## config.mk

```make
export PLATFORM = sky130hd
export DESIGN_NAME = fwht_ram
export DESIGN_NICKNAME = d
export VERILOG_FILES = /design/src/hw/rtl/four_way_hash_table_replacement_core_macros.svh /design/src/hw/rtl/fwht_ram.sv
export SDC_FILE = /design/constraint.sdc
export NUM_CORES = 1
export LEC_CHECK = 0
export BUFFER_PORTS_ARGS = -buffer_cell sky130_fd_sc_hd__buf_4
export CAP_MARGIN = 20
export CORE_MARGIN = 8
export CORE_UTILIZATION = 31
export DETAILED_ROUTE_END_ITERATION = 8
export SYNTH_ARGS = -nofsm -noshare
export SYNTH_HDL_FRONTEND = slang
export SYNTH_SLANG_ARGS = --single-unit
```

## constraint.sdc

```tcl
create_clock -name clk -period 0.83 [get_ports clk]
set_clock_uncertainty 0.05 [all_clocks]
set_input_delay 0.0415 -clock clk [delete_from_list [all_inputs] [get_ports clk]]
set_output_delay 0.0415 -clock clk [all_outputs]
set_load 0.05 [all_outputs]
```

## src/hw/rtl/four_way_hash_table_replacement_core_macros.svh

```systemverilog
// Assertion macros used by the hash table sequencer (fwht_ctrl).
`ifndef FOUR_WAY_HASH_TABLE_REPLACEMENT_CORE_MACROS_SVH
`define FOUR_WAY_HASH_TABLE_REPLACEMENT_CORE_MACROS_SVH

// Same-cycle implication, sampled on clk, off while rst_n is low.
`define FWHT_ASSERT_IMP(lbl, a, c) \
  lbl: assert property (@(posedge clk) disable iff (!rst_n) (a) |-> (c)) \
    else $error("fwht check failed");

// Next-cycle implication, sampled on clk, off while rst_n is low.
`define FWHT_ASSERT_NXT(lbl, a, c) \
  lbl: assert property (@(posedge clk) disable iff (!rst_n) (a) |=> (c)) \
    else $error("fwht check failed");

`endif

```

## src/hw/rtl/fwht_ram.sv

```systemverilog
// Generic single-clock RAM: one write port, one registered read port.
`default_nettype none
module fwht_ram #(
  parameter int W = 8,
  parameter int D = 2
) (
  input  wire logic                  clk,
  input  wire logic                  we,
  input  wire logic [$clog2(D)-1:0]  waddr,
  input  wire logic [W-1:0]          wdata,
  input  wire logic                  re,
  input  wire logic [$clog2(D)-1:0]  raddr,
  output logic      [W-1:0]          rdata
);

  logic [W-1:0] mem [D];

  always_ff @(posedge clk) begin
    if (we) begin
      mem[waddr] <= wdata;
    end
    if (re) begin
      rdata <= mem[raddr];
    end
  end

endmodule
`default_nettype wire

```

==> flow_summary.toml <==
[power_and_ir_drop]
power-per-cell-area_mw_per_mm2 = 1880
p_sw_mw = 0.484
power_frac_comb_pct = 15.3
vdd_drop_max_v = 0.000841
swShare_pct = 21.4
seqPwrFrac_pct = 64.4
p_leak_nw = 0.468
intPower_mw = 1.78
clkPwrFrac_pct = 20.3

[run_status]
violations = "setup timing"
status = "finished, violations left"

[yosys]
synth_top_family_by_area = "multiplexers"
post_synth_xor_area_fraction_pct = 0
ys_seq_area_share_pct = 83.4
ys_warn_count = 0
syn_nets = 48
ys_ff_latch = 24
synthAdderAreaFrac_pct = 0
synth.distinct_cells = 5
synth_mux_area_share_pct = 13.9
syn-mean-instance-area_sq_um = 24.7
synth_top_area_share_pct = 83.4
yosys-top-cells-area = "edfxtp_1 (83%), mux2_4 (14%), buf_6 (1.3%)"
synth-simple-area-share_pct = 1.45
synth_compound_area_share_pct = 0
synthCells = 35
syn_area_sq_um = 865
yosys.area.top_type = "edfxtp_1"

[route]
first_iter_violations = 23
firstDrtPassIters = 3
drc = 0
vias = 408
via_per_inst = 4.12
final_antenna_net_count = 0
wl_per_cell_um = 12.4
routed_wl_mm = 1.23

[sta]
drv_slew = 0
setup_violations = 16
tns_ns = -1.70
setup_slack_ns = -0.133
relSlewSlack_pct = 74.1
hold_viol_final = 0
period_share_pct = 116
tightest_slew_ns = 0.388
fmax_mhz = 1040
fin_hold_ws_ns = 0.119
period_minus_slack_ns = 0.963
rsz0062_at_grt = "yes"

[critical_path]
crit_chain = "buf_6"
reg2reg_slack_ns = -0.10
critical_path.max_stage_delay_ns = 0.41
cp_num_buf_inv = 1
worstPathMaxFanout = 1
worstSetupStartpointType = "flip-flop"
path_class = "flip-flop to output pin"
critPathArrivalTime_ns = 0.87
slowest_stage = "edfxtp_1"
cp-end-kind = "output pin"
critical-path-top-delay-family = "flip-flops"
crit_required_ns = 0.74

[global_route]
grt_antenna_before_repair = 0
grt_first_pass_wirelength_mm = 1.91
grt_pass1_vias = 445
grt_usage_pct = 5.64
grt_max_degree = 13
overflow = 0

[final_layout]
fill_cells = 252
finalNonFillerCells = 99
layout-area-overhead-vs-synth_pct = 39.1
mostFrequentLayoutCell = "edfxtp_1"
multiInputGateArea_sq_um = 135
n_antenna_cell = 0
layout-drive-gt1-share_pct = 50.0
design_area_sq_mm = 0.00120
fin_util_pct = 44.4
final_nets = 83
regArea_sq_um = 721
mostFrequentLayoutCells = "edfxtp_1 (24), buf_4 (14), dlygate4sd3_1 (9)"

[floorplanning]
rows = 19
pin_count = 21
die_area_sq_mm = 0.00473
fp.dieH_um = 68.8
fp.coreArea_sq_mm = 0.00271
die_w_um = 68.8
start_util_pct = 31.9

[hold_path]
min_path_type = "input pin to flip-flop"

[clock_network]
clock-sinks = 24
cts_buffer_depth = 2
clk_pin_slew_ns = 0.11
cts_tree = "done"
cts_root_buffer = "clkbuf_4"
clk_latency_ns = 0.29
h-tree-depth = 1
numCtsBuffers = 3

[placed_design]
gp_congestion = 0.624
dp_cells = 87
placed_cell_area_sq_mm = 0.00106
port_buffers = 20

[run]
maxCapViolations = 0
## state kept, by name, summed over array words and instances (netlist names)
signal,count
mem,16
rdata,8
## layer usage
layer,vias to the layer above,GRT usage [%],wire (um)
li1,203,-,-
met1,189,5.73,509
met2,16,9.29,558
met3,0,2.42,159
met4,0,3.76,0
met5,-,0,0
## Yosys cell counts (all sizes together)
cell,count
and2,1
buf,1
edfxtp,24
mux2,8
nor2b,1
## logic make-up (layout without fill, tap and decap cells)
kind of cell / after synthesis / count (layout)
flip-flops: 24 / 24
multiplexers: 8 / 8
buffers and inverters: 1 / 34
AND/OR/NAND/NOR: 2 / 2
## through the flow
stage | setup WS [ns] | total power [mW]
2_1_floorplan | -0.0704 | 1.66
3_3_place_gp | -0.0822 | 1.77
3_5_place_dp | -0.0978 | 1.78
4_1_cts | -0.149 | 2.29
5_1_grt | -0.196 | 2.37
6_report | -0.133 | 2.26
## worst paths after layout
| path | from | endpoint | cells past startpoint |
|---|---|---|---|
| worst max register to register | mem[0][0]$_DFFE_PP_ | rdata[0]$_DFFE_PP_ | 1 |
| worst max-delay path | rdata[1]$_DFFE_PP_ | rdata[1] | 1 |
| worst min register to register | mem[0][6]$_DFFE_PP_ | rdata[6]$_DFFE_PP_ | 1 |
| worst min-delay path | waddr | mem[0][7]$_DFFE_PP_ | 3 |
## repair_timing
| item | CTS | global route |
|---|---|---|
| buffers inserted | 0 | 0 |
| pin swaps | 0 | 0 |
| hold buffers | 9 | 0 |
| endpoints found under the setup margin | 16 | 16 |
| gates resized for setup | 8 | 0 |
| endpoints found under the hold margin | 24 | 0 |
## power groups by stage
stage / registers (mW) / logic [mW] / clock network, mW
6_report: 1.46 / 0.346 / 0.458
3_5_place_dp: 1.48 / 0.299 / 0
2_1_floorplan: 1.58 / 0.0837 / 0
5_1_grt: 1.46 / 0.365 / 0.540
4_1_cts: 1.46 / 0.350 / 0.488
3_3_place_gp: 1.48 / 0.297 / 0
## final cells by class
type | count | share of cell area [%]
Multi-Input combinational cell | 10 | 11.2
Sequential cell | 24 | 59.9
Clock buffer | 3 | 1.87
Timing Repair Buffer | 31 | 23.7
Tap cell | 31 | 3.23
(Power assumes the default switching activity.)
