### src/hw/rtl/four_way_hash_table_replacement_core_macros.svh
// Assertion macros used by the hash table sequencer (fwht_ctrl).
`ifndef FOUR_WAY_HASH_TABLE_REPLACEMENT_CORE_MACROS_SVH
`define FOUR_WAY_HASH_TABLE_REPLACEMENT_CORE_MACROS_SVH

// Same-cycle implication, sampled on clk, off while rst_n is low.
`define FWHT_ASSERT_IMP(lbl, a, c) \
  lbl: assert property (@(posedge clk) disable iff (!rst_n) (a) |-> (c)) \
    else $error("fwht check failed");

// Next-cycle implication, sampled on clk, off while rst_n is low.
`define FWHT_ASSERT_NXT(lbl, a, c) \
  lbl: assert property (@(posedge clk) disable iff (!rst_n) (a) |=> (c)) \
    else $error("fwht check failed");

`endif

### src/hw/rtl/fwht_pkg.sv
// Package: constants, codes, types and helpers of the hash table core.
`default_nettype none
package fwht_pkg;

  localparam int CLUSTERS    = 4096;  // power of two: the cluster index is the low key bits
  localparam int WAYS        = 4;
  localparam int CL_AW       = (CLUSTERS > 1) ? $clog2(CLUSTERS) : 1;
  localparam int WAY_AW      = $clog2(WAYS);
  localparam int ENTRY_W     = 64;
  localparam int ROW_W       = WAYS * ENTRY_W;
  localparam int TAG_LSB     = 48;
  localparam int TAG_W       = ENTRY_W - TAG_LSB;
  localparam int FILL_W      = 15;
  localparam int PROD_W      = FILL_W + 8;
  localparam int FULL_MUL    = 250;
  localparam int FULL_MAX    = 1000;
  localparam int YOUNG_BONUS = 512;
  localparam int SCORE_INIT  = 1024;
  localparam int SCORE_W     = 11;

  localparam logic [7:0]        AGE_MASK = 8'hfc;
  localparam logic [7:0]        GEN_STEP = 8'h04;
  localparam logic [FILL_W-1:0] FILL_MAX = 15'h7fff;

  typedef enum logic [1:0] {
    OP_PROBE  = 2'd0,
    OP_INSERT = 2'd1,
    OP_GEN    = 2'd2,
    OP_CLEAR  = 2'd3
  } fwht_op_t;

  typedef enum logic [1:0] {
    ST_CLEAR,
    ST_IDLE,
    ST_ACCESS
  } fwht_state_t;

  // Request context held for the resolve cycle.
  typedef struct packed {
    logic [TAG_W-1:0]   tag;
    logic [ENTRY_W-1:0] enc;
    logic [7:0]         gen;
  } fwht_req_t;

  // Outcome of resolving one cluster row.
  typedef struct packed {
    logic               hit;
    logic [ENTRY_W-1:0] hit_entry;
    logic               fill;
    logic [ROW_W-1:0]   row_wr;
  } fwht_sel_t;

  // 250 * filled / CLUSTERS, capped at 1000.
  function automatic logic [9:0] fullness_of(input logic [FILL_W-1:0] f);
    logic [PROD_W-1:0] p;
    logic [PROD_W-1:0] q;
    p = PROD_W'(FULL_MUL) * PROD_W'(f);
    q = p >> CL_AW;
    return (q > PROD_W'(FULL_MAX)) ? 10'(FULL_MAX) : q[9:0];
  endfunction

endpackage
`default_nettype wire

### src/hw/rtl/fwht_way_sel.sv
// Way resolution: tag match, depth/age victim choice and row merge.
`default_nettype none
module fwht_way_sel import fwht_pkg::*; (
  input  wire logic [ROW_W-1:0] row,
  input  wire fwht_req_t        req,
  output fwht_sel_t             sel
);

  always_comb begin
    logic [ENTRY_W-1:0] way [WAYS];
    logic [7:0]         d   [WAYS];
    logic [SCORE_W-1:0] sc  [WAYS];
    logic               found;
    logic [WAY_AW-1:0]  mw;
    logic [WAY_AW-1:0]  victim;
    logic [SCORE_W-1:0] least;
    logic [WAY_AW-1:0]  wsel;

    found  = 1'b0;
    mw     = '0;
    victim = '0;
    least  = SCORE_W'(SCORE_INIT);
    for (int w = 0; w < WAYS; w++) begin
      way[w] = row[w*ENTRY_W +: ENTRY_W];
      d[w]   = way[w][7:0];
      sc[w]  = {{(SCORE_W-8){1'b0}}, d[w]};
      // current-generation entries score higher and survive longer
      if (d[w] != 8'd0 && (way[w][15:8] & AGE_MASK) == req.gen) begin
        sc[w] = sc[w] + SCORE_W'(YOUNG_BONUS);
      end
    end
    // first matching tag wins
    for (int w = WAYS - 1; w >= 0; w--) begin
      if (way[w][ENTRY_W-1:TAG_LSB] == req.tag) begin
        found = 1'b1;
        mw    = WAY_AW'(w);
      end
    end
    // least score, ties to the lowest way
    for (int w = 0; w < WAYS; w++) begin
      if (sc[w] < least) begin
        least  = sc[w];
        victim = WAY_AW'(w);
      end
    end

    wsel          = found ? mw : victim;
    sel.hit       = found && (d[mw] != 8'd0);
    sel.hit_entry = way[mw];
    sel.fill      = found ? (d[mw] == 8'd0) : (least == '0);
    sel.row_wr    = row;
    sel.row_wr[wsel*ENTRY_W +: ENTRY_W] = req.enc;
  end

endmodule
`default_nettype wire

### config.mk
export PLATFORM = sky130hd
export DESIGN_NAME = fwht_way_sel
export DESIGN_NICKNAME = d
export VERILOG_FILES = /design/src/hw/rtl/four_way_hash_table_replacement_core_macros.svh /design/src/hw/rtl/fwht_pkg.sv /design/src/hw/rtl/fwht_way_sel.sv
export SDC_FILE = /design/constraint.sdc
export NUM_CORES = 1
export LEC_CHECK = 0
export ABC_AREA = 0
export BUFFER_PORTS_ARGS = -buffer_cell sky130_fd_sc_hd__buf_2
export CORE_AREA = 2 2 260 262
export DETAILED_ROUTE_END_ITERATION = 10
export DIE_AREA = 0 0 262 264
export PLACE_DENSITY = 0.4
export SYNTH_ARGS = -nofsm -noshare
export SYNTH_HDL_FRONTEND = slang
export SYNTH_SLANG_ARGS = --single-unit
export TNS_END_PERCENT = 5
### constraint.sdc
create_clock -name vclk -period 15.4
set_input_delay 3.08 -clock vclk [all_inputs]
set_output_delay 3.08 -clock vclk [all_outputs]
set_load 0.05 [all_outputs]
==> results list <==
- Run status: complete, no violations
* Count of TritonRoute iterations in the first routing pass: 5
- FF+latch count: 0
* All-Layer GR Usage: 0.183
- The floorplan step defined a die boundary enclosing 0.0692 mm^2.
* Accumulated negative setup slack: 0 ns
- Post-synth top area cell: sky130_fd_sc_hd__a32oi_1
- Final setup fails: 0
- Subtracting the final worst setup slack from the clock period gives 14.58 ns.
- Final setup slack of the worst path: 0.816 ns
- Routability-driven placement finished with a final weighted congestion of 1.01.
* Final global-route overflow total: 0
* Maximum number of pins on one net before global-route repair: 128
- Final slew viol count: 0
- Critical Path Slowest Stage Cell: sky130_fd_sc_hd__or4b_4
- Max-Slew Margin vs Limit: 0.247
* Worst vdd rail ir drop: 0.000153 V
- Timing would allow up to 0.0686 GHz.
- Library cells used by synthesis: 52
* Type of destination of the critical path: output pin
- # clk buffers: 0
- Measured along the y axis, the die boundary spans 264 um.
- Yosys printed 0 warnings.
- Post-layout util: 0.198
* Post-synth top area share: 0.129
* Vias after detailed routing: 14900
- Final wirelength: 69.8 mm
- Using the TritonRoute via totals, the vias-per-cell ratio works out to 5.19.
* Initial Utilization: 0.130
* Half-perimeter wire length after placement: 52.6 mm
- In this run the cell area of the synthesized design comes to 0.00867 mm^2.
- Final Non-Filler Cells: 2873
* Antenna violations before repair: 5
- Compared with the post-synthesis result, the final layout area differs by 51.9%.
- For this run, the register share of the synthesized area comes to 0.
- By area the synthesized netlist is led by sky130_fd_sc_hd__a32oi_1, sky130_fd_sc_hd__o32ai_1, sky130_fd_sc_hd__inv_1.
* Std-Cell Core Area: 0.0666 mm^2
- The layout has 7809 filler cells.
- Row generation in the floorplan step produced 95 rows.
- Number of hold-slack violations in the final timing report: 0
* Pwr/cell area: 137 mW/mm^2
- Buffers placed on the I/O ports in this run total 666.
* Slew at the pin closest to its max-slew limit: 1.13 ns
* Number of remaining DRC errors: 0
* Worst Hold Path EP: sel[166]
* Required time reported for the critical path endpoint: 12.32 ns
- Residual antenna-violating net count after detailed routing: 0
* Worst slack at placement: 0.421 ns
- The critical path contains buffers and inverters numbering 4 combined.
* Average routed wire per standard cell: 24.3 um
- CP peak stage delay: 0.76 ns
* Number of nets in the finished design: 2371
- After synthesis, the most frequently instantiated cells are sky130_fd_sc_hd__inv_1, sky130_fd_sc_hd__clkbuf_1, sky130_fd_sc_hd__o21ai_0.
- Number of DRC markers after the initial detailed-route iteration: 1501
- Summed over all cells, the static leakage comes to 0.00595 uW.
- Hold path start: row[166]
- Cell with the most instances after synthesis: sky130_fd_sc_hd__inv_1
* Category of the most critical setup path: input pin to output pin
- Fraction of layout instances using a drive strength above 1: 0.362
- Minimum hold slack: 6.57 ns
* Post-synthesis cell count: 1469
- Largest delay share family, worst path: compound AO/OA/AOI/OAI gates
- At the worst endpoint, the arrival time is 11.50 ns.
- Across the run, the number of max-cap violations was 0.
* Die Span X: 262 um
- Setup repair after global routing missed its margin: no
- Number of placed instances with taps included: 2870
- Hold-fix buffers at CTS: 0
* Worst min-delay path category: input pin to output pin
* Number of nets in the synthesized netlist: 1840
- After synthesis, the mean cell area works out to 5.90 um^2.
- Counting buffers and inverters, the worst setup path is 36 cells deep.
- Final period utilization: 0.947
* I/O pin count: 666
- Across the whole layout, storage elements account for 0 um^2.
- Crit path max fanout: 16
- Worst setup SP type: input pin
* Number of global-route vias before repair: 14300
* Wire length of the first global-routing pass: 97.0 mm
- Worst hold path depth: 4
-- report_power, final --
group	internal, uW	switching (uW)	total, uW	leakage, uW
Sequential	0	0	0	0
Combinational	412	1400	1810	0.00595
Clock	0.0000175	0	0.0000175	0.0000000127
-- per-stage QoR --
stage	power, uW	area (um^2)
floorplan	1190	8670
global placement	1790	13100
detailed placement	1790	13100
CTS	1800	13100
global route	1890	13200
finish	1810	13200
-- tightest hold or removal path, cell delays in order --
cell,delay (ns)
sky130_fd_sc_hd__buf_2,0.10
sky130_fd_sc_hd__inv_1,0.04
sky130_fd_sc_hd__o32ai_1,0.05
sky130_fd_sc_hd__buf_2,0.21
-- cells by family after synthesis --
logic type                 Yosys count  share of synthesized area
adders and majority gates           27                     0.0390
and+or+nand+nor                    411                      0.221
buffers and inverters              367                      0.162
muxes                               20                     0.0232
xor gates and xnor gates            88                     0.0889
AOI/OAI and AO/OA                  556                      0.467
-- placed cells by master (no fill, tap or decap), types with 10 or more instances in the layout --
master / synthesis / final
sky130_fd_sc_hd__buf_2: 12 / 644
sky130_fd_sc_hd__inv_1: 193 / 192
sky130_fd_sc_hd__o21ai_0: 144 / 144
sky130_fd_sc_hd__nand3_1: 138 / 138
sky130_fd_sc_hd__nand2_1: 133 / 133
sky130_fd_sc_hd__a32oi_1: 128 / 128
sky130_fd_sc_hd__o32ai_1: 128 / 128
sky130_fd_sc_hd__nor2_1: 78 / 76
sky130_fd_sc_hd__a31oi_1: 60 / 60
sky130_fd_sc_hd__a211oi_1: 59 / 59
sky130_fd_sc_hd__xnor2_1: 56 / 56
sky130_fd_sc_hd__xor2_1: 32 / 32
sky130_fd_sc_hd__buf_4: 0 / 29
sky130_fd_sc_hd__buf_12: 0 / 28
sky130_fd_sc_hd__ha_1: 27 / 25
sky130_fd_sc_hd__mux2i_1: 19 / 19
sky130_fd_sc_hd__nand4_1: 17 / 17
sky130_fd_sc_hd__a21oi_1: 17 / 17
sky130_fd_sc_hd__nor4_1: 10 / 10
-- per-layer routing --
layer | up-vias | global-route usage | wire, um
met1 | 7192 | 0.229 | 27700
li1 | 6621 | - | -
met3 | 142 | 0.0268 | 5590
met4 | 6 | 0.0513 | 2250
met2 | 937 | 0.323 | 34300
met5 | - | 0 | 38
-- what timing repair did --
action,4_1_cts,5_1_grt
buffers inserted,0,0
resized for setup,0,3
setup endpoints to repair,0,74
-- worst max path at each step --
stage                start  endpoint  slack (ns)
floorplan           req[4]  sel[132]        0.61
global placement    row[6]  sel[139]        0.45
detailed placement  row[6]  sel[139]        0.42
CTS                 row[6]  sel[139]        0.38
global route        row[6]  sel[139]        0.13
finish              row[6]  sel[139]        0.82
-- cell type report --
| class | count | area, um^2 | area share |
|---|---|---|---|
| multi-input combinational | 1103 | 7340 | 0.557 |
| timing repair buffer | 701 | 4000 | 0.304 |
| tap | 873 | 1090 | 0.0830 |
| inverter | 194 | 728 | 0.0553 |
| antenna | 2 | 5.00 | 0.000380 |
Power figures use the tool's default switching activity.
