$ cat src/hw/rtl/four_way_hash_table_replacement_core_macros.svh
// Assertion macros used by the hash table sequencer (fwht_ctrl).
`ifndef FOUR_WAY_HASH_TABLE_REPLACEMENT_CORE_MACROS_SVH
`define FOUR_WAY_HASH_TABLE_REPLACEMENT_CORE_MACROS_SVH

// Same-cycle implication, sampled on clk, off while rst_n is low.
`define FWHT_ASSERT_IMP(lbl, a, c) \
  lbl: assert property (@(posedge clk) disable iff (!rst_n) (a) |-> (c)) \
    else $error("fwht check failed");

// Next-cycle implication, sampled on clk, off while rst_n is low.
`define FWHT_ASSERT_NXT(lbl, a, c) \
  lbl: assert property (@(posedge clk) disable iff (!rst_n) (a) |=> (c)) \
    else $error("fwht check failed");

`endif

$ cat src/hw/rtl/fwht_pkg.sv
// Package: constants, codes, types and helpers of the hash table core.
`default_nettype none
package fwht_pkg;

  localparam int CLUSTERS    = 4096;  // power of two: the cluster index is the low key bits
  localparam int WAYS        = 4;
  localparam int CL_AW       = (CLUSTERS > 1) ? $clog2(CLUSTERS) : 1;
  localparam int WAY_AW      = $clog2(WAYS);
  localparam int ENTRY_W     = 64;
  localparam int ROW_W       = WAYS * ENTRY_W;
  localparam int TAG_LSB     = 48;
  localparam int TAG_W       = ENTRY_W - TAG_LSB;
  localparam int FILL_W      = 15;
  localparam int PROD_W      = FILL_W + 8;
  localparam int FULL_MUL    = 250;
  localparam int FULL_MAX    = 1000;
  localparam int YOUNG_BONUS = 512;
  localparam int SCORE_INIT  = 1024;
  localparam int SCORE_W     = 11;

  localparam logic [7:0]        AGE_MASK = 8'hfc;
  localparam logic [7:0]        GEN_STEP = 8'h04;
  localparam logic [FILL_W-1:0] FILL_MAX = 15'h7fff;

  typedef enum logic [1:0] {
    OP_PROBE  = 2'd0,
    OP_INSERT = 2'd1,
    OP_GEN    = 2'd2,
    OP_CLEAR  = 2'd3
  } fwht_op_t;

  typedef enum logic [1:0] {
    ST_CLEAR,
    ST_IDLE,
    ST_ACCESS
  } fwht_state_t;

  // Request context held for the resolve cycle.
  typedef struct packed {
    logic [TAG_W-1:0]   tag;
    logic [ENTRY_W-1:0] enc;
    logic [7:0]         gen;
  } fwht_req_t;

  // Outcome of resolving one cluster row.
  typedef struct packed {
    logic               hit;
    logic [ENTRY_W-1:0] hit_entry;
    logic               fill;
    logic [ROW_W-1:0]   row_wr;
  } fwht_sel_t;

  // 250 * filled / CLUSTERS, capped at 1000.
  function automatic logic [9:0] fullness_of(input logic [FILL_W-1:0] f);
    logic [PROD_W-1:0] p;
    logic [PROD_W-1:0] q;
    p = PROD_W'(FULL_MUL) * PROD_W'(f);
    q = p >> CL_AW;
    return (q > PROD_W'(FULL_MAX)) ? 10'(FULL_MAX) : q[9:0];
  endfunction

endpackage
`default_nettype wire

$ cat src/hw/rtl/fwht_ctrl.sv
// Sequencer: request capture, clearing sweep, write-back and result registers.
`default_nettype none
`include "four_way_hash_table_replacement_core_macros.svh"
module fwht_ctrl import fwht_pkg::*; (
  input  wire logic                clk,
  input  wire logic                rst_n,
  input  wire logic                start,
  output logic                     busy,
  input  wire logic [1:0]          in_op,
  input  wire logic [63:0]         in_key,
  input  wire logic [15:0]         in_move_code,
  input  wire logic signed [15:0]  in_score_in,
  input  wire logic [1:0]          in_bound_in,
  input  wire logic signed [8:0]   in_depth_in,
  output logic                     ram_we,
  output logic [CL_AW-1:0]         ram_waddr,
  output logic [ROW_W-1:0]         ram_wdata,
  output logic                     ram_re,
  output logic [CL_AW-1:0]         ram_raddr,
  output fwht_req_t                req,
  input  wire fwht_sel_t           sel,
  output logic                     out_valid,
  output logic                     out_hit,
  output logic [15:0]              out_move_out,
  output logic signed [15:0]       out_score_out,
  output logic [1:0]               out_bound_out,
  output logic [7:0]               out_depth_out,
  output logic [9:0]               out_fullness
);

  fwht_state_t       state_r, state_nxt;
  logic [CL_AW-1:0]  clr_cnt_r, clr_cnt_nxt;
  logic [7:0]        gen_r, gen_nxt;
  logic [FILL_W-1:0] filled_r, filled_nxt;
  logic              out_valid_r, out_valid_nxt;
  logic              out_hit_r, out_hit_nxt;
  fwht_op_t          op_r;
  logic [CL_AW-1:0]  idx_r;
  fwht_req_t         req_r;
  logic [15:0]       move_r;
  logic [15:0]       score_r;
  logic [1:0]        bound_r;
  logic [7:0]        depth_r;
  logic [9:0]        full_r;
  logic              accept;
  logic              last_row;
  logic              do_insert;

  assign accept    = start && (state_r == ST_IDLE);
  assign last_row  = (clr_cnt_r == CL_AW'(CLUSTERS - 1));
  assign do_insert = (state_r == ST_ACCESS) && (op_r == OP_INSERT);

  // next state
  always_comb begin
    state_nxt = state_r;
    case (state_r)
      ST_CLEAR: begin
        if (last_row) state_nxt = ST_IDLE;
      end
      ST_IDLE: begin
        if (accept) begin
          case (fwht_op_t'(in_op))
            OP_PROBE:  state_nxt = ST_ACCESS;
            OP_INSERT: state_nxt = ST_ACCESS;
            OP_CLEAR:  state_nxt = ST_CLEAR;
            default:   state_nxt = ST_IDLE;
          endcase
        end
      end
      ST_ACCESS: state_nxt = ST_IDLE;
      default:   state_nxt = ST_CLEAR;
    endcase
  end

  // outputs and memory control
  always_comb begin
    busy      = (state_r != ST_IDLE);
    ram_re    = accept;
    ram_raddr = in_key[CL_AW-1:0];
    ram_we    = 1'b0;
    ram_waddr = idx_r;
    ram_wdata = sel.row_wr;
    case (state_r)
      ST_CLEAR: begin
        ram_we    = 1'b1;
        ram_waddr = clr_cnt_r;
        ram_wdata = '0;
      end
      ST_ACCESS: ram_we = (op_r == OP_INSERT);
      ST_IDLE:   ram_we = 1'b0;
      default:   ram_we = 1'b0;
    endcase
  end

  // state updates
  always_comb begin
    clr_cnt_nxt = (state_r == ST_CLEAR) ? clr_cnt_r + CL_AW'(1) : '0;
    gen_nxt     = gen_r;
    filled_nxt  = filled_r;
    if (accept && fwht_op_t'(in_op) == OP_GEN) begin
      gen_nxt = gen_r + GEN_STEP;
    end
    if (accept && fwht_op_t'(in_op) == OP_CLEAR) begin
      filled_nxt = '0;
    end else if (do_insert && sel.fill && filled_r != FILL_MAX) begin
      filled_nxt = filled_r + FILL_W'(1);
    end
    out_valid_nxt = (state_r == ST_ACCESS) ||
                    (accept && (fwht_op_t'(in_op) == OP_GEN ||
                                fwht_op_t'(in_op) == OP_CLEAR));
    out_hit_nxt   = (state_r == ST_ACCESS) && (op_r == OP_PROBE) && sel.hit;
  end

  always_ff @(posedge clk) begin
    if (!rst_n) begin
      state_r     <= ST_CLEAR;
      clr_cnt_r   <= '0;
      gen_r       <= '0;
      filled_r    <= '0;
      out_valid_r <= 1'b0;
      out_hit_r   <= 1'b0;
    end else begin
      state_r     <= state_nxt;
      clr_cnt_r   <= clr_cnt_nxt;
      gen_r       <= gen_nxt;
      filled_r    <= filled_nxt;
      out_valid_r <= out_valid_nxt;
      out_hit_r   <= out_hit_nxt;
    end
  end

  // request capture and result payload
  always_ff @(posedge clk) begin
    if (accept) begin
      op_r      <= fwht_op_t'(in_op);
      idx_r     <= in_key[CL_AW-1:0];
      req_r.tag <= in_key[63:TAG_LSB];
      req_r.gen <= gen_r;
      req_r.enc <= {in_key[63:TAG_LSB], in_move_code, in_score_in,
                    gen_r | {6'b0, in_bound_in}, in_depth_in[7:0] + 8'd1};
    end
    move_r  <= out_hit_nxt ? sel.hit_entry[47:32] : '0;
    score_r <= out_hit_nxt ? sel.hit_entry[31:16] : '0;
    bound_r <= out_hit_nxt ? sel.hit_entry[9:8] : '0;
    depth_r <= out_hit_nxt ? sel.hit_entry[7:0] - 8'd1 : '0;
    full_r  <= fullness_of(filled_nxt);
  end

  assign req           = req_r;
  assign out_valid     = out_valid_r;
  assign out_hit       = out_hit_r;
  assign out_move_out  = move_r;
  assign out_score_out = score_r;
  assign out_bound_out = bound_r;
  assign out_depth_out = depth_r;
  assign out_fullness  = full_r;

  `FWHT_ASSERT_IMP(a_hit_strobed, out_hit_r, out_valid_r)
  `FWHT_ASSERT_NXT(a_access_result, state_r == ST_ACCESS, out_valid_r && state_r == ST_IDLE)
  `FWHT_ASSERT_IMP(a_write_owner, ram_we, state_r == ST_ACCESS || state_r == ST_CLEAR)
  `FWHT_ASSERT_NXT(a_clear_empties, accept && in_op == OP_CLEAR, filled_r == '0 && out_fullness == '0)

endmodule
`default_nettype wire

$ cat config.mk
export PLATFORM = sky130hd
export DESIGN_NAME = fwht_ctrl
export DESIGN_NICKNAME = d
export VERILOG_FILES = /design/src/hw/rtl/fwht_pkg.sv /design/src/hw/rtl/fwht_ctrl.sv
export VERILOG_INCLUDE_DIRS = /design/src /design/src/hw/rtl
export SDC_FILE = /design/constraint.sdc
export NUM_CORES = 1
export LEC_CHECK = 0
export BUFFER_PORTS_ARGS = -buffer_cell sky130_fd_sc_hd__buf_2
export CORE_AREA = 2 2 332 334
export CTS_BUF_LIST = sky130_fd_sc_hd__clkbuf_4 sky130_fd_sc_hd__clkbuf_8 sky130_fd_sc_hd__clkbuf_16
export CTS_CLUSTER_DIAMETER = 100
export DETAILED_ROUTE_END_ITERATION = 10
export DIE_AREA = 0 0 334 336
export GPL_ROUTABILITY_DRIVEN = 0
export PLACE_DENSITY = 0.37
export SLEW_MARGIN = 40
export SYNTH_ARGS = -nofsm -noshare
export SYNTH_HDL_FRONTEND = slang
export SYNTH_SLANG_ARGS = --single-unit
$ cat constraint.sdc
create_clock -name clk -period 8.85 [get_ports clk]
set_input_delay 1.77 -clock clk [delete_from_list [all_inputs] [get_ports clk]]
set_output_delay 1.77 -clock clk [all_outputs]
set_load 0.01 [all_outputs]
==> results of run 1 <==
## stage by stage
stage               setup slack [ps]  area [µm²]  cells
global placement                 750       15900   3195
CTS                             1300       16500   3227
detailed placement               702       15900   3195
global route                     852       16500   3229
floorplan                       1590       10500   1053
finish                          1330       16600   3246
## placed cells by master (no fill, tap or decap), types with 3 or more instances in the layout
master / instances
buf_2: 797
nor2b_1: 258
dfxtp_1: 89
inv_1: 79
edfxtp_1: 78
and2_1: 61
nor2_1: 54
ha_1: 54
fa_1: 47
nand2_1: 38
xor2_1: 28
xnor2_1: 23
a21oi_1: 22
diode_2: 19
clkbuf_16: 17
nand3_1: 16
o21ai_0: 14
nor3_1: 12
mux2_2: 12
buf_4: 11
nand4_1: 9
inv_8: 6
or3_1: 5
and3_1: 5
nor4_1: 4
and4_1: 4
nand2b_1: 4
a21o_1: 4
mux2i_1: 3
nor4_4: 3
o211ai_1: 3
a211oi_1: 3
clkinv_8: 3
## final cells by class
cell class | count | area [µm²]
diodes | 19 | 47.5
clock buffers | 17 | 425
clock inverters | 15 | 198
fillers | 12526 | 91800
inverters | 80 | 302
multi-input cells | 724 | 5610
flip-flops and latches | 167 | 4120
well taps | 1414 | 1770
repair buffers | 810 | 4090
## cell families after synthesis
family | share of synthesized area (%)
AND/OR/NAND/NOR | 27.7
flip-flops | 39.4
XOR/XNOR | 4.27
other | 0.0358
adder cells (fa/ha/maj) | 15.4
AO/OA/AOI/OAI | 4.24
multiplexers | 1.71
buffers and inverters | 7.22
## how the worst min path moves through the flow
stage,from,to,slack (ps),cells after the start
after floorplan,gen_r[7]$_SDFFE_PN0P_,req[23]$_DFFE_PP_,430,0
after global placement,gen_r[7]$_SDFFE_PN0P_,req[23]$_DFFE_PP_,450,0
after detailed placement,gen_r[7]$_SDFFE_PN0P_,req[23]$_DFFE_PP_,460,0
after CTS,gen_r[7]$_SDFFE_PN0P_,req[23]$_DFFE_PP_,480,0
after global routing,gen_r[7]$_SDFFE_PN0P_,req[23]$_DFFE_PP_,490,0
final,gen_r[7]$_SDFFE_PN0P_,req[23]$_DFFE_PP_,470,0
## per-layer routing
| metal | vias up | wire [µm] |
|---|---|---|
| met3 | 142 | 9740 |
| li1 | 4899 | - |
| met2 | 538 | 37400 |
| met1 | 5085 | 30500 |
| met4 | 14 | 2890 |
| met5 | - | 77 |
## power groups by stage
stage	combinational (mW)	sequential (mW)	clock [mW]
after CTS	0.140	0.808	0.926
after global routing	0.147	0.809	0.948
after floorplan	0.0330	0.826	0
after detailed placement	0.138	0.826	0
after global placement	0.138	0.826	0
final	0.138	0.808	0.871
## critical path: stages
cell and delay, ps:
buf_2 100, nand2_1 60, nand4bb_1 280, or3_1 460
nor2_1 150, xnor2_1 70, nor2_1 210, inv_1 230
fa_1 550, inv_1 60, fa_1 500, inv_1 50
fa_1 470, fa_1 510, inv_1 40, ha_1 410
and4_1 290, nand2_1 130, nor4_1 600, o2111ai_1 260
mux2i_2 330, nand2_2 130, a211o_1 240
## registers in the layout, summed over array words and instances, names as in the netlist, 2 cells and up
signal,flops
clr_cnt_r,12
filled_r,15
gen_r,6
idx_r,12
op_r,2
out_bound_out,2
out_depth_out,8
out_fullness,10
out_move_out,16
out_score_out,16
req,64
state_r,2
==> impl_metrics.env, run 1 <==
export IMPL_fmax_ghz=0.133
export IMPL_regToRegEndpoint="out_fullness[3]$_SDFF_PN1_"
export IMPL_pwr_share_clk_pct=47.9
export IMPL_grt_overflow=0
export IMPL_post_cts_buffers=0
export IMPL_tightest_slew_ps=779
export IMPL_status="completed"
export IMPL_core_area_mm2=0.108
export IMPL_viasPerCell=3.29
export IMPL_ir_drop_mv=0.0856
export IMPL_vias=10678
export IMPL_rsz0062_at_grt="false"
export IMPL_crit_end="out_fullness[3]$_SDFF_PN1_"
export IMPL_cts_resized_gates=0
export IMPL_io_pins=859
export IMPL_num_nets_final=2335
export IMPL_ys_types=60
export IMPL_hold_ws_ps=465
export IMPL_met3_usage_pct=6.18
export IMPL_die_y_um=336
export IMPL_p_sw_share_pct=28.5
export IMPL_pwr_share_seq_pct=44.5
export IMPL_finalHoldViolCount=0
export IMPL_dr_first_iter_drc_count=610
export IMPL_htreeDepth=4
export IMPL_p_leak_nw=7.99
export IMPL_netlist_area_mm2=0.0105
export IMPL_fin_crit_sh_pct=85.0
export IMPL_syn_area_per_cell_um2=9.95
export IMPL_slew_viol_final=0
export IMPL_met2_usage_pct=22.4
export IMPL_cts_sinks=167
export IMPL_grt_pass1_wl_um=101000
export IMPL_yosys_top_cells_count="nor2b_1, dfxtp_1, inv_1, edfxtp_1, and2_1"
export IMPL_path_max_fanout=8
export IMPL_die_x_um=334
export IMPL_clk_latency_ps=520
export IMPL_finalSetupTns_ps=0
export IMPL_drtPass1Iterations=5
export IMPL_ys_ff_latch=167
export IMPL_combPwrFrac_pct=7.6
export IMPL_cts_root_buffer="clkbuf_16"
export IMPL_fin_util_pct=15.3
export IMPL_power_mw=1.82
export IMPL_drive_gt1_share_pct=47.9
export IMPL_maxCapViolCount=0
export IMPL_grt_pass1_vias=10174
export IMPL_cp_startpoint="sel[256]"
export IMPL_power_density_mw_per_mm2=110
export IMPL_grt_busiest_layer="met2"
export IMPL_synthCells=1052
export IMPL_area_growth_synth_to_final_pct=58.2
export IMPL_grtUsageTotal_pct=13.9
export IMPL_cts_buffers=17
export IMPL_drc_errors=0
export IMPL_ys_warn_count=0
export IMPL_yosysMostFrequentCell="nor2b_1"
export IMPL_portBuffers=797
export IMPL_crit_required_ps=9260
export IMPL_critPathLaunchType="input port"
export IMPL_end_kind="flop"
export IMPL_drt_wl_total_um=80600
export IMPL_post_synth_top_area_cell="edfxtp_1"
export IMPL_r2r_slack_ps=1610
export IMPL_use_met1_pct=16.3
export IMPL_dpl_hpwl_um=71300
export IMPL_slew_headroom_pct=48.1
export IMPL_path_class="in -> reg"
export IMPL_synth_top_area_share_pct=22.4
export IMPL_cp_arrival_ps=7930
export IMPL_cts_clk_slew_worst_paths_ps=90
export IMPL_finalCriticalPeriod_ps=7520
export IMPL_synth_seq_area_share_pct=39.4
export IMPL_cts_tree="yes"
export IMPL_wl_per_cell_um=24.8
export IMPL_die_area_mm2=0.112
export IMPL_fin_skew_ps=13.1
export IMPL_start_util_pct=9.66
export IMPL_grt_max_degree=76
export IMPL_p_int_mw=1.30
export IMPL_min_path_type="reg -> reg"
export IMPL_p_sw_mw=0.518
export IMPL_clock_path_buffers=2
export IMPL_postCtsHoldBufs=0
export IMPL_rows=121
export IMPL_reg2reg_from="state_r[1]$_SDFFE_PN0P_"
export IMPL_synth_area_top_cells="edfxtp_1, dfxtp_1, nor2b_1, fa_1, ha_1"
export IMPL_async_reset_ff_share_pct=0
export IMPL_synthFlopType="dfxtp_1"
export IMPL_antenna_found_initial=78
export IMPL_synth_edf_count=78
export IMPL_rr_worst_depth=23
export IMPL_setup_viol=0
export IMPL_ant_nets=0
(Power assumes the default switching activity.)
==> run 2, diff against run 1 <==
- clock period: 8.85 -> 6.21 ns (I/O delays scaled with it)
==> run 2 against run 1 <==
Utilization up 1.2 points; combinational power increased by 36%; largest power group unchanged; clock skew up 1.8 ps; sequential power up 42%.
==> impl_metrics.env, run 2 (synthesized netlist as in run 1, its figures left out) <==
export IMPL_rsz0062_at_grt="true"
export IMPL_drive_gt1_share_pct=54.3
export IMPL_die_area_mm2=0.112
export IMPL_critPathLaunchType="input port"
export IMPL_power_density_mw_per_mm2=143
export IMPL_drc_errors=0
export IMPL_maxCapViolCount=0
export IMPL_viasPerCell=3.35
export IMPL_p_leak_nw=8.66
export IMPL_portBuffers=797
export IMPL_clk_latency_ps=510
export IMPL_end_kind="flop"
export IMPL_postCtsHoldBufs=0
export IMPL_dr_first_iter_drc_count=708
export IMPL_drt_wl_total_um=93500
export IMPL_cts_sinks=167
export IMPL_tightest_slew_ps=944
export IMPL_grt_overflow=0
export IMPL_finalCriticalPeriod_ps=6100
export IMPL_rows=121
export IMPL_start_util_pct=9.66
export IMPL_placed_cell_area_mm2=0.0168
export IMPL_final_common_cell="buf_2"
export IMPL_num_nets_final=2452
export IMPL_dpl_hpwl_um=83700
export IMPL_ant_nets=0
export IMPL_layout_common_cells="buf_2, nor2b_1, buf_4, dfxtp_1, edfxtp_1"
export IMPL_core_area_mm2=0.108
export IMPL_slew_viol_final=0
export IMPL_grt_pass1_wl_um=115000
export IMPL_vias=11295
export IMPL_path_max_fanout=5
export IMPL_wl_per_cell_um=27.7
export IMPL_fin_skew_ps=14.9
export IMPL_antenna_found_initial=99
export IMPL_fmax_ghz=0.164
export IMPL_area_growth_synth_to_final_pct=70.9
export IMPL_hold_ws_ps=469
export IMPL_grtUsageTotal_pct=16.2
export IMPL_cts_buffers=17
export IMPL_path_class="in -> reg"
export IMPL_status="completed"
export IMPL_cts_root_buffer="clkbuf_16"
export IMPL_ir_drop_mv=0.154
export IMPL_setup_slack_ps=109
export IMPL_finalSetupTns_ps=0
export IMPL_pre_cts_slack_ps=-526
export IMPL_stdcell_count=3375
export IMPL_grt_max_degree=114
export IMPL_rr_worst_depth=24
export IMPL_htreeDepth=4
export IMPL_cp_arrival_ps=6500
export IMPL_finalHoldViolCount=0
export IMPL_crit_required_ps=6610
export IMPL_drtPass1Iterations=4
export IMPL_die_y_um=336
export IMPL_stdcell_area_mm2=0.0179
export IMPL_cts_tree="yes"
export IMPL_largest_register_ffs=64
export IMPL_grt_pass1_vias=10741
export IMPL_slew_headroom_pct=36.9
export IMPL_cts_clk_slew_worst_paths_ps=90
export IMPL_min_path_type="reg -> reg"
export IMPL_setup_viol=0
export IMPL_dp_cells=3300
export IMPL_die_x_um=334
export IMPL_hold_depth=0
export IMPL_fin_crit_sh_pct=98.3
export IMPL_io_pins=859
export IMPL_clock_path_buffers=2
## run 2: area by class of cell
cell class	instances	area, µm²
Antenna cell	31	77.6
Multi-Input combinational cell	724	5960
Fill cell	12395	90500
Clock inverter	15	209
Clock buffer	17	425
Timing Repair Buffer	927	5020
Inverter	80	302
Sequential cell	167	4130
Tap cell	1414	1770
## run 2: stage by stage
| stage | util (%) | total power, mW |
|---|---|---|
| after floorplan | - | 1.22 |
| after global placement | 15.5 | 1.36 |
| after detailed placement | 15.5 | 1.36 |
| after CTS | 16.1 | 2.63 |
| after global routing | 16.4 | 2.68 |
| final | 16.5 | 2.56 |
## run 2: power breakdown
part	switching, mW	internal, mW
sequential	0.00224	1.15
combinational	0.0712	0.117
clock	0.657	0.560
total	0.731	1.83
## run 2: per-layer routing
layer,wire [µm],up-vias,share of wire [%],global-route usage (%)
li1,-,5133,-,-
met1,31500,5348,34,17.0
met2,46200,599,49,28.1
met3,12500,181,13,8.11
met4,3120,34,3.3,5.07
met5,209,-,0.22,0
## run 2: final timing paths
| path | startpoint | slack [ps] | endpoint |
|---|---|---|---|
| hold / removal | gen_r[7]$_SDFFE_PN0P_ | 470 | req[23]$_DFFE_PP_ |
| hold reg to reg | gen_r[7]$_SDFFE_PN0P_ | 470 | req[23]$_DFFE_PP_ |
| setup reg to reg | filled_r[0]$_SDFF_PN0_ | 180 | out_fullness[3]$_SDFF_PN1_ |
| setup / recovery | sel[256] | 110 | out_fullness[3]$_SDFF_PN1_ |
## run 2: worst max-delay path, stage by stage
cell and delay (ps):
buf_2 110, nand2_4 50, nand4bb_4 260, or3_4 470, xor2_2 160, nor2_2 140, inv_2 90, fa_1 500
fa_1 440, fa_1 510, inv_1 50, fa_1 510, ha_4 220, a21o_1 200, buf_4 140, and2_1 150
o21ai_1 120, o211ai_1 200, o2111ai_4 290, mux2i_4 300, nand2_2 110, a211o_1 230
## run 2: timing repair
item | in CTS | in global routing
hold endpoints to repair | 0 | 0
cloned | 0 | 0
setup endpoints to repair | 5 | 10
buffers inserted | 0 | 12
pin swaps | 2 | 35
resized for setup | 8 | 50
==> run 3, diff against run 2 <==
- CORE_AREA: 2 2 332 334 -> 2 2 330 332
- DIE_AREA: 0 0 334 336 -> 0 0 332 334
- PLACE_DENSITY: 0.37 -> 0.38
==> run 3 against run 2 <==
Routed wire length shrank 13%; combinational power about the same; sequential cell count unchanged; clock-buffer cell count unchanged; largest power group unchanged; critical endpoint unchanged; highest routed layer unchanged; largest cell class unchanged; register-to-register slack got worse by 40 ps; clock power is 3% lower; via count fell by 2.7%; cell count rose by 0.24%; setup slack worse by 30 ps.
==> impl_metrics.env, run 3 (synthesized netlist as in run 1, its figures left out) <==
export IMPL_postCtsHoldBufs=0
export IMPL_dpl_hpwl_um=71800
export IMPL_tightest_slew_ps=787
export IMPL_die_area_mm2=0.111
export IMPL_cp_slowest_cell="fa_1"
export IMPL_cts_tree="yes"
export IMPL_fin_crit_sh_pct=98.7
export IMPL_setup_viol=0
export IMPL_wl_per_cell_um=24.2
export IMPL_area_growth_synth_to_final_pct=69.9
export IMPL_grt_pass1_wl_um=104000
export IMPL_fin_skew_ps=23.2
export IMPL_vias=10993
export IMPL_htreeDepth=4
export IMPL_drt_wl_total_um=81700
export IMPL_crit_chain="buf_4 > nand2_4 > nand4bb_4 > or3_4 > xor2_2 > nor2_2 > inv_2 > fa_1 > fa_1 > fa_1 > inv_1 > fa_1 > ha_4 > and2_4 > nand4_1 > buf_4 > buf_6 > nor4_4 > buf_4 > a311o_1 > nor4_4 > buf_4 > a211o_1"
export IMPL_rsz0062_at_grt="true"
export IMPL_drtPass1Iterations=4
export IMPL_grt_max_degree=106
export IMPL_io_pins=859
export IMPL_cp_arrival_ps=6520
export IMPL_finalHoldViolCount=0
export IMPL_path_class="in -> reg"
export IMPL_fmax_ghz=0.163
export IMPL_stdcell_area_mm2=0.0178
export IMPL_cts_sinks=167
export IMPL_critPathLaunchType="input port"
export IMPL_status="completed"
export IMPL_core_area_mm2=0.108
export IMPL_critical_path_top_delay_family="adder cells"
export IMPL_hold_ws_ps=477
export IMPL_drc_errors=0
export IMPL_grtUsageTotal_pct=14.4
export IMPL_placed_cell_area_mm2=0.0168
export IMPL_slowest_delay_ps=520
export IMPL_end_kind="flop"
export IMPL_finalCriticalPeriod_ps=6130
export IMPL_rows=121
export IMPL_crit_buf_inv=7
export IMPL_path_max_fanout=5
export IMPL_die_x_um=332
export IMPL_drive_gt1_share_pct=53.8
export IMPL_cts_root_buffer="clkbuf_16"
export IMPL_largest_register_ffs=64
export IMPL_grt_pass1_vias=10757
export IMPL_layout_common_cells="buf_2, nor2b_1, buf_4, dfxtp_1, edfxtp_1"
export IMPL_slew_headroom_pct=47.6
export IMPL_portBuffers=797
export IMPL_power_mw=2.53
export IMPL_antenna_found_initial=104
export IMPL_die_y_um=334
export IMPL_min_path_type="reg -> reg"
export IMPL_cts_buffers=17
export IMPL_viasPerCell=3.25
export IMPL_clk_latency_ps=520
export IMPL_slew_viol_final=0
export IMPL_ir_drop_mv=0.222
export IMPL_final_common_cell="buf_2"
export IMPL_power_density_mw_per_mm2=142
export IMPL_maxCapViolCount=0
export IMPL_ant_nets=0
export IMPL_cts_clk_slew_worst_paths_ps=90
export IMPL_start_util_pct=9.71
export IMPL_grt_overflow=0
export IMPL_crit_required_ps=6600
export IMPL_fill_cells=12317
export IMPL_dr_first_iter_drc_count=517
export IMPL_clock_path_buffers=2
export IMPL_p_leak_nw=8.60
export IMPL_num_nets_final=2449
## run 3: cell count changes in the layout (fill, tap and decap cells not counted), sizes merged
cell	delta
inv	-1
buf	-3
bufinv	+1
clkinv	-1
clkinvlp	+1
diode	+11
## run 3: path summary, 6_finish.rpt
path | start | to | slack (ps) | cells past startpoint
setup / recovery | sel[256] | out_fullness[3]$_SDFF_PN1_ | 80 | 23
setup reg to reg | op_r[1]$_DFFE_PP_ | out_fullness[3]$_SDFF_PN1_ | 140 | 23
hold / removal | gen_r[7]$_SDFFE_PN0P_ | req[23]$_DFFE_PP_ | 480 | 0
hold reg to reg | gen_r[7]$_SDFFE_PN0P_ | req[23]$_DFFE_PP_ | 480 | 0
## run 3: area by class of cell
| cell class | count | area (µm²) | share of cell area [%] |
|---|---|---|---|
| Timing Repair Buffer | 924 | 4980 | 28.0 |
| Sequential cell | 167 | 4130 | 23.2 |
| Clock inverter | 15 | 175 | 0.985 |
| Clock buffer | 17 | 425 | 2.39 |
| Inverter | 80 | 302 | 1.70 |
| Tap cell | 1414 | 1770 | 9.95 |
| Antenna cell | 42 | 105 | 0.591 |
| Multi-Input combinational cell | 724 | 5910 | 33.2 |
## run 3: per-layer routing
metal  vias to the layer above  GRT usage (%)  share of wire [%]
li1                       5140              -                  -
met1                      5128           14.4                 34
met2                       515           25.9                 50
met3                       198           5.26                8.7
met4                        12           7.50                6.4
met5                         -              0              0.097
## run 3: where the power goes
part / leakage, nW / switching (mW) / total [mW] / internal (mW)
combinational: 6.87 / 0.0743 / 0.191 / 0.117
clock: 0.294 / 0.608 / 1.18 / 0.576
sequential: 1.43 / 0.00234 / 1.15 / 1.15
## run 3: per-stage QoR
stage	cells	TNS [ps]	worst slack [ps]	util, %
3_5_place_dp	3301	-4750	-514	15.6
3_3_place_gp	3301	-4760	-522	15.6
2_1_floorplan	1053	-593	-103	-
6_report	3383	0	78.7	16.5
5_1_grt	3356	-901	-150	16.4
4_1_cts	3333	0	18.3	16.2
## run 3: what timing repair did
action | in CTS | in global routing
endpoints found under the setup margin | 5 | 10
gates resized for setup | 1 | 43
pin swaps | 0 | 28
buffers inserted | 0 | 8
